===== src/hw/rtl/swtt_pkg.sv =====
// Package for the step-wise thermal target evaluator.
// Holds field widths, request/response/config types and register and trend codes.
// Used by every module under hw/rtl.
package swtt_pkg;

  localparam int TEMP_W        = 19;
  localparam int STATE_BITS    = 8;
  localparam int OFFSET_W      = 16;
  localparam int NUM_TRIPS_W   = 3;
  localparam int TRIP_IDX_W    = 2;
  localparam int TREND_W       = 3;
  localparam int CFG_IDX_W     = 3;
  localparam int CFG_DATA_W    = 19;
  localparam int DEF_MAX_TRIPS = 4;

  typedef logic signed [TEMP_W-1:0] temp_t;
  typedef logic [STATE_BITS-1:0]    state_t;
  typedef logic [CFG_IDX_W-1:0]     cfg_idx_t;

  localparam cfg_idx_t CFG_TRIP_LEVEL_0  = 3'd0;
  localparam cfg_idx_t CFG_TRIP_LEVEL_1  = 3'd1;
  localparam cfg_idx_t CFG_TRIP_LEVEL_2  = 3'd2;
  localparam cfg_idx_t CFG_TRIP_LEVEL_3  = 3'd3;
  localparam cfg_idx_t CFG_NUM_TRIPS     = 3'd4;
  localparam cfg_idx_t CFG_TREND_FROM_SENSOR = 3'd5;
  localparam cfg_idx_t CFG_HAS_HYST      = 3'd6;
  localparam cfg_idx_t CFG_TEMP_OFFSET   = 3'd7;

  localparam logic [TREND_W-1:0] TREND_STABLE     = 3'd0;
  localparam logic [TREND_W-1:0] TREND_RAISING    = 3'd1;
  localparam logic [TREND_W-1:0] TREND_DROPPING   = 3'd2;
  localparam logic [TREND_W-1:0] TREND_RAISE_FULL = 3'd3;
  localparam logic [TREND_W-1:0] TREND_DROP_FULL  = 3'd4;

  typedef struct packed {
    temp_t                   zone_temp;
    logic [TRIP_IDX_W-1:0]   trip_index;
    logic [TREND_W-1:0]      trend;
    state_t                  device_state;
    logic                    device_state_unknown;
    state_t                  current_target;
    logic                    current_target_none;
    state_t                  lower_limit;
    state_t                  upper_limit;
  } req_t;

  typedef struct packed {
    state_t target_state;
    logic   update;
  } rsp_t;

  typedef struct packed {
    logic [NUM_TRIPS_W-1:0] num_trips;
    logic                   trend_from_sensor;
    logic                   has_hyst;
    logic [OFFSET_W-1:0]    temp_offset;
  } cfg_t;

endpackage


===== src/hw/rtl/step_wise_thermal_target_top.sv =====
// Top level of the step-wise thermal target evaluator.
// Instantiates swtt_cfg_regs and swtt_eval; depends on swtt_pkg.
//
// Usage: the request channel (req_valid, req_stall, req_data) carries one
// evaluation request per transfer, and the response channel (rsp_valid,
// rsp_stall, rsp_data) returns exactly one response per request, in order.
// A transfer happens on a rising edge where valid is high and stall is low.
// The request is captured in an input register; the evaluation is one pass of
// short logic into the response register, which takes the response when the
// input register moves on and holds it until it transfers out.
// One request per cycle is sustained while the response side does not stall.
// When rsp_stall holds the response register, one more request is still taken
// into the input register, and req_stall rises once both stages are full.
// Configuration registers must be written over cfg_valid/cfg_ready, cfg_index
// and cfg_data only while no request is in flight; the block does not enforce
// it. cfg_ready is always high. Synchronous reset empties both stages and sets
// all configuration registers to zero.
module step_wise_thermal_target_top #(
  parameter int MAX_TRIPS = swtt_pkg::DEF_MAX_TRIPS
) (
  input  logic                            clk,
  input  logic                            rst,
  input  logic                            req_valid,
  output logic                            req_stall,
  input  swtt_pkg::req_t                  req_data,
  output logic                            rsp_valid,
  input  logic                            rsp_stall,
  output swtt_pkg::rsp_t                  rsp_data,
  input  logic                            cfg_valid,
  output logic                            cfg_ready,
  input  swtt_pkg::cfg_idx_t              cfg_index,
  input  logic [swtt_pkg::CFG_DATA_W-1:0] cfg_data
);
  import swtt_pkg::*;

  cfg_t  cfg;
  temp_t trip_level [MAX_TRIPS];
  logic  s1_valid;
  req_t  s1_req;
  rsp_t  eval_rsp;
  logic  advance;

  swtt_cfg_regs #(.MAX_TRIPS(MAX_TRIPS)) u_cfg (
    .clk        (clk),
    .rst        (rst),
    .cfg_valid  (cfg_valid),
    .cfg_ready  (cfg_ready),
    .cfg_index  (cfg_index),
    .cfg_data   (cfg_data),
    .cfg        (cfg),
    .trip_level (trip_level)
  );

  swtt_eval #(.MAX_TRIPS(MAX_TRIPS)) u_eval (
    .cfg        (cfg),
    .trip_level (trip_level),
    .req        (s1_req),
    .rsp        (eval_rsp)
  );

  assign advance   = !rsp_valid || !rsp_stall;
  assign req_stall = s1_valid && !advance;

  always_ff @(posedge clk) begin
    if (rst) begin
      s1_valid <= 1'b0;
    end else if (!req_stall) begin
      s1_valid <= req_valid;
    end
  end

  always_ff @(posedge clk) begin
    if (!req_stall && req_valid) begin
      s1_req <= req_data;
    end
  end

  always_ff @(posedge clk) begin
    if (rst) begin
      rsp_valid <= 1'b0;
    end else if (advance) begin
      rsp_valid <= s1_valid;
    end
  end

  always_ff @(posedge clk) begin
    if (advance && s1_valid) begin
      rsp_data <= eval_rsp;
    end
  end

`ifndef SYNTHESIS
  a_stall_only_when_full: assert property (@(posedge clk) disable iff (rst)
    req_stall |-> (s1_valid && rsp_valid && rsp_stall))
    else $error("request stalled while a stage was free");

  a_accept_fills_s1: assert property (@(posedge clk) disable iff (rst)
    (req_valid && !req_stall) |=> s1_valid)
    else $error("accepted request not held in input register");

  a_s1_moves_on: assert property (@(posedge clk) disable iff (rst)
    (s1_valid && !(rsp_valid && rsp_stall)) |=> rsp_valid)
    else $error("request in input register produced no response");

  a_no_invented_rsp: assert property (@(posedge clk) disable iff (rst)
    (!s1_valid && !(rsp_valid && rsp_stall)) |=> !rsp_valid)
    else $error("response shown without a request behind it");

  a_no_update_zero: assert property (@(posedge clk) disable iff (rst)
    (rsp_valid && !rsp_data.update) |-> (rsp_data.target_state == '0))
    else $error("target state nonzero without update");
`endif

endmodule


===== src/hw/rtl/swtt_cfg_regs.sv =====
// Configuration register file of the step-wise thermal target evaluator.
// Decodes writes on the configuration channel; depends on swtt_pkg.
module swtt_cfg_regs #(
  parameter int MAX_TRIPS = swtt_pkg::DEF_MAX_TRIPS
) (
  input  logic                                clk,
  input  logic                                rst,
  input  logic                                cfg_valid,
  output logic                                cfg_ready,
  input  swtt_pkg::cfg_idx_t                  cfg_index,
  input  logic [swtt_pkg::CFG_DATA_W-1:0]     cfg_data,
  output swtt_pkg::cfg_t                      cfg,
  output swtt_pkg::temp_t                     trip_level [MAX_TRIPS]
);
  import swtt_pkg::*;

  logic wr;

  assign cfg_ready = 1'b1;
  assign wr = cfg_valid && cfg_ready;

  for (genvar k = 0; k < MAX_TRIPS; k++) begin : g_trip
    always_ff @(posedge clk) begin
      if (rst) begin
        trip_level[k] <= '0;
      end else if (wr && cfg_index == CFG_TRIP_LEVEL_0 + CFG_IDX_W'(k)) begin
        trip_level[k] <= temp_t'(cfg_data[TEMP_W-1:0]);
      end
    end
  end

  always_ff @(posedge clk) begin
    if (rst) begin
      cfg <= '0;
    end else if (wr) begin
      unique case (cfg_index)
        CFG_NUM_TRIPS:         cfg.num_trips         <= cfg_data[NUM_TRIPS_W-1:0];
        CFG_TREND_FROM_SENSOR: cfg.trend_from_sensor <= cfg_data[0];
        CFG_HAS_HYST:          cfg.has_hyst          <= cfg_data[0];
        CFG_TEMP_OFFSET:       cfg.temp_offset       <= cfg_data[OFFSET_W-1:0];
        default: ;
      endcase
    end
  end

endmodule


===== src/hw/rtl/swtt_eval.sv =====
// Combinational evaluation of one request: trip search, step and clamp.
// Depends on swtt_pkg; sits between the request and response registers.
module swtt_eval #(
  parameter int MAX_TRIPS = swtt_pkg::DEF_MAX_TRIPS
) (
  input  swtt_pkg::cfg_t   cfg,
  input  swtt_pkg::temp_t  trip_level [MAX_TRIPS],
  input  swtt_pkg::req_t   req,
  output swtt_pkg::rsp_t   rsp
);
  import swtt_pkg::*;

  localparam int SUM_W = TEMP_W + 2;
  localparam logic [NUM_TRIPS_W-1:0] MAX_N = NUM_TRIPS_W'(MAX_TRIPS);

  logic [NUM_TRIPS_W-1:0] n_eff;
  logic signed [SUM_W-1:0] zone_plus_off;
  logic [MAX_TRIPS-1:0]   hit;
  logic                   found;
  logic [TRIP_IDX_W-1:0]  sel;
  logic                   search_ok;
  logic [NUM_TRIPS_W-1:0] res;
  state_t                 dev;
  state_t                 trip_ext;
  state_t                 step_up;
  state_t                 step_down;
  state_t                 target;
  state_t                 clamped;
  logic                   valid;
  logic                   up;

  assign n_eff = (cfg.num_trips > MAX_N) ? MAX_N : cfg.num_trips;
  assign zone_plus_off = $signed({{2{req.zone_temp[TEMP_W-1]}}, req.zone_temp})
                       + $signed({{(SUM_W-OFFSET_W){1'b0}}, cfg.temp_offset});

  for (genvar k = 0; k < MAX_TRIPS; k++) begin : g_cmp
    assign hit[k] = (NUM_TRIPS_W'(k) < n_eff) &&
                    (zone_plus_off > $signed({{2{trip_level[k][TEMP_W-1]}}, trip_level[k]}));
  end

  always_comb begin
    found = 1'b0;
    sel   = '0;
    for (int k = 0; k < MAX_TRIPS; k++) begin
      if (hit[k]) begin
        found = 1'b1;
        sel   = TRIP_IDX_W'(k);
      end
    end
  end

  assign search_ok = (n_eff == '0) || (found && sel == req.trip_index);
  assign res = (n_eff == '0) ? '0 : NUM_TRIPS_W'(req.trip_index) + NUM_TRIPS_W'(1);
  assign dev = req.device_state_unknown ? req.lower_limit : req.device_state;
  assign trip_ext = STATE_BITS'(req.trip_index);
  assign step_up = ((dev > trip_ext) ? trip_ext : dev) + STATE_BITS'(1);
  assign step_down = (req.current_target == '0) ? '0
                   : req.current_target - STATE_BITS'(1);

  always_comb begin
    valid = 1'b0;
    up    = 1'b0;
    if (cfg.trend_from_sensor) begin
      case (req.trend)
        TREND_RAISING: begin
          valid = search_ok;
          up    = 1'b1;
        end
        TREND_DROPPING: begin
          valid = 1'b1;
        end
        default: ;
      endcase
    end else begin
      valid = search_ok;
      up    = !(STATE_BITS'(res) < dev);
    end
    if (!up && req.current_target_none) begin
      valid = 1'b0;
    end
  end

  assign target  = up ? step_up : step_down;
  assign clamped = (target < req.lower_limit) ?
                   ((req.lower_limit > req.upper_limit) ? req.upper_limit : req.lower_limit) :
                   ((target > req.upper_limit) ? req.upper_limit : target);

  assign rsp.update       = valid;
  assign rsp.target_state = valid ? clamped : '0;

endmodule

===== config.mk =====
export PLATFORM = sky130hd
export DESIGN_NAME = step_wise_thermal_target_top
export DESIGN_NICKNAME = d
export VERILOG_FILES = /design/src/hw/rtl/swtt_pkg.sv /design/src/hw/rtl/step_wise_thermal_target_top.sv /design/src/hw/rtl/swtt_cfg_regs.sv /design/src/hw/rtl/swtt_eval.sv
export SDC_FILE = /design/constraint.sdc
export NUM_CORES = 1
export LEC_CHECK = 0
export ABC_AREA = 1
export BUFFER_PORTS_ARGS = -buffer_cell sky130_fd_sc_hd__clkbuf_2
export CORE_ASPECT_RATIO = 1.5
export CORE_MARGIN = 10
export CORE_UTILIZATION = 50
export DETAILED_ROUTE_END_ITERATION = 6
export PLACE_DENSITY_LB_ADDON = 0.25
export SETUP_SLACK_MARGIN = 0.1
export SLEW_MARGIN = 20
export SYNTH_ARGS = -nofsm -noshare
export SYNTH_HDL_FRONTEND = slang
export SYNTH_SLANG_ARGS = --single-unit
export TNS_END_PERCENT = 20

===== constraint.sdc =====
create_clock -name clk -period 8 [get_ports clk]
set_input_delay 1.6 -clock clk [delete_from_list [all_inputs] [get_ports clk]]
set_output_delay 1.6 -clock clk [all_outputs]
set_load 0.01 [all_outputs]

==> out/summary.md <==
### Status
- **status** complete, no violations

### Placement
- **total placed cells including tap cells** 1,504
- **sum of net half-perimeters after detailed placement** 18,100 um
- **Placed Area** 10,400 um^2
- **global placement routability congestion** 0.879
- **number of buffers inserted by port buffering** 95

### Setup path
- **kind of cell with the highest combined delay on the critical path** simple AND/OR/NAND/NOR gates
- **required time of the critical path** 8.28 ns
- **worst path arrival time** 4.83 ns
- **number of cell instances on the worst register-to-register path** 31
- **last element of the critical path** rsp_data[4]
- **worst reg2reg startpoint** s1_req[39]
- **kind of start point of the critical path** register
- **critical path fanouts, max** 9
- **Worst Setup Path Type** register to register
- **Bufs and invs on worst path** 0
- **number of cells on the critical path** 31
- **first element of the critical path** s1_req[39]
- **peak per-stage delay on the critical path** 0.40 ns
- **cell with the largest stage delay on the worst path** fa_1
- **Most Frequent Cell on Critical Path** nand2_1
- **endpoint of the worst-slack reg-to-reg timing path** rsp_data[4]
- **slack of the worst reg-to-reg path** 3.45 ns
- **critical path endpoint category** register

### Layout
- **Filler cells** 1,812
- **Multi-input gate area** 4960 um^2
- **Finished Cell Area** 11,000 um^2
- **final net count** 1,480
- **most common cell after layout, fill and taps aside** nand2_1
- **Cell Count, Final, Fillers Out** 1,536
- **fraction of final layout cells sized beyond drive strength 1** 12.0%
- **area growth from synthesis to layout** 13.7%
- **most frequent cells in the layout** 225 x nand2_1, 167 x inv_1, 139 x nor2_1
- **diode count** 0
- **register area** 3970 um^2

### Clock network
- **worst-case clock buffer depth** 2
- **clock insertion delay at the later pin of the skew report** 0.44 ns
- **TritonCTS Buffers** 17
- **post-CTS repair timing setup buffer count** 0
- **post-cts sizing count** 0
- **hold_buf cts** 0
- **CTS clk-pin slew, worst paths** 0.07 ns
- **count of clock tree sinks** 165
- **root buf cell** clkbuf_16
- **TritonCTS clock tree** yes
- **CTS H-tree lvls** 4

### Global route
- **gr ovfl total** 0
- **maximum number of pins on one net before global-route repair** 99
- **antenna violations before repair** 0
- **wire length of the first global-routing pass** 38,900 um
- **via count of the first global-routing pass** 7,831
- **all-layer global routing usage** 19.0%

### STA
- **Setup Total Neg Slack** 0 ns
- **final number of hold-violating endpoints** 0
- **Fmax** 220 MHz
- **share of the clock period used by the worst path after layout** 56.8%
- **Slew Limit Headroom** 27.5%
- **Final Critical Period** 4.55 ns
- **slew at the pin closest to its max-slew limit** 1.09 ns
- **max-slew violation count** 0
- **setup repair after global routing missed its margin** false
- **total of endpoints with negative setup slack in the final report** 0
- **Clock Skew** 0.00983 ns
- **hold slack** 0.467 ns

### Power and ir drop
- **static leakage** 4.87 nW
- **total power of the final layout** 0.00215 W
- **share of power burned in the clock network** 40.3%
- **switching power of the nets** 0.000602 W
- **sequential share of power** 43.4%
- **fraction of power spent switching nets** 28.0%
- **Pwr per Cell Area** 195 nW/um^2
- **internal power** 0.00154 W
- **peak ir drop on the vdd network** 0.142 mV
- **Combinational Power Share** 16.2%

### Floorplan
- **number of top-level pins** 97
- **floorplan core area** 19,100 um^2
- **standard-cell rows** 62
- **Starting Density** 50.8%
- **die extent in x** 134 um
- **Die Footprint** 25,500 um^2
- **height of the die** 191 um

### Drt
- **1st-pass router iterations** 5
- **total DRC errors in the routed layout** 0
- **via count normalized by instance count** 5.14
- **average detailed-routed wire length per instance** 15.5 um
- **Routed WL** 23,800 um
- **number of antenna-violating nets in the routed design** 0
- **vias** 7,892
- **initial DRC count** 309

### Synth
- **count of flip-flops with a built-in enable after synthesis** 67
- **dominant register cell in the synthesized netlist** dfxtp_1
- **synth unique cells** 40
- **Async S/R FF share, synth** 0%
- **area of the mapped netlist** 9690 um^2
- **sequential-to-total area share from yosys stat** 41.0%
- **Yosys warning total** 0
- **net count of the mapped netlist** 1,391
- **Mapped Cells** 1,178
- **flops & latches, synth** 165
- **average cell area after synthesis** 8.23 um^2

### Worst hold path
- **class of the tightest hold or removal check** register to register

### Flow run
- **max_cap viols** 0

## cell usage after synthesis, drive strengths merged (7+ instances only)
cell,number,area [um^2]
nand2,233,905
inv,173,649
nor2,141,532
ha,127,1590
dfxtp,98,1960
a21oi,97,485
a211oi,75,568
edfxtp,67,2010
o21ai,47,246
nand3,32,165
clkbuf,16,60.1
xor2,16,140
buf,12,48.8
nand4,7,43.8
xnor2,7,61.3
## stage by stage
| stage | util (%) | setup WS [ns] |
|---|---|---|
| 2_1_floorplan | - | 4.08 |
| 3_3_place_gp | 54.5 | 3.53 |
| 3_5_place_dp | 54.5 | 3.44 |
| 4_1_cts | 57.8 | 3.40 |
| 5_1_grt | 57.8 | 2.85 |
| 6_report | 57.8 | 3.45 |
## how the worst min path moves through the flow
| stage | depth (start not counted) | end | slack (ns) | startpoint |
|---|---|---|---|---|
| 3_3_place_gp | 2 | u_cfg.cfg[2] | 0.45 | u_cfg.cfg[2] |
| 3_5_place_dp | 2 | u_cfg.cfg[7] | 0.46 | u_cfg.cfg[7] |
| 6_report | 2 | u_cfg.cfg[7] | 0.47 | u_cfg.cfg[7] |
| 2_1_floorplan | 2 | u_cfg.trip_level[0] | 0.45 | u_cfg.trip_level[0] |
| 5_1_grt | 2 | u_cfg.cfg[10] | 0.49 | u_cfg.cfg[10] |
| 4_1_cts | 2 | u_cfg.cfg[7] | 0.47 | u_cfg.cfg[7] |
## power by group through the flow
| stage | Clock, W | Sequential (W) | Combinational (W) |
|---|---|---|---|
| floorplan | 0 | 0.000949 | 0.000240 |
| global placement | 0 | 0.000951 | 0.000338 |
| detailed placement | 0 | 0.000951 | 0.000347 |
| CTS | 0.000877 | 0.000933 | 0.000350 |
| global route | 0.000913 | 0.000936 | 0.000403 |
| finish | 0.000866 | 0.000933 | 0.000348 |
## final cells by class
cell class	instances	area share, %
inverters	173	5.89
multi-input cells	812	45.0
repair buffers	98	4.52
clock inverters	15	1.74
clock buffers	17	3.86
flip-flops and latches	165	36.1
well taps	256	2.91
## cells by family (layout without fill, tap and decap cells)
| group | Yosys count | count (layout) | synth area share (%) |
|---|---|---|---|
| simple gates | 423 | 423 | 17.6 |
| compound gates | 236 | 236 | 14.7 |
| buf+inv | 201 | 303 | 7.82 |
| flops | 165 | 165 | 41.0 |
| fa+ha+maj | 128 | 128 | 16.6 |
| xor+xnor | 23 | 23 | 2.08 |
| other cells | 1 | 1 | 0.0387 |
| mux | 1 | 1 | 0.103 |
## sequential cells by signal (all words and copies together) (netlist names)
name / flops
s1_req: 58
rsp_valid: 1
s1_valid: 1
u_cfg.trip_level: 76
u_cfg.cfg: 20
rsp_data: 9
## routing by layer
metal | up-vias | track usage (%) | routed length, um
met5 | - | 0 | 0
met4 | 0 | 7.85 | 619
met3 | 40 | 3.93 | 897
met2 | 156 | 36.8 | 13200
met1 | 3574 | 18.9 | 9110
li1 | 4122 | - | -
## worst register-to-register path: cells and delay by family, from the launching register on
kind | cells | cell delay [ns]
AO/OA/AOI/OAI | 8 | 1.27
XOR/XNOR | 1 | 0.34
adder cells (fa/ha/maj) | 3 | 0.93
AND/OR/NAND/NOR | 19 | 1.50
flip-flops | 1 | 0.36
Power figures use the tool's default switching activity.
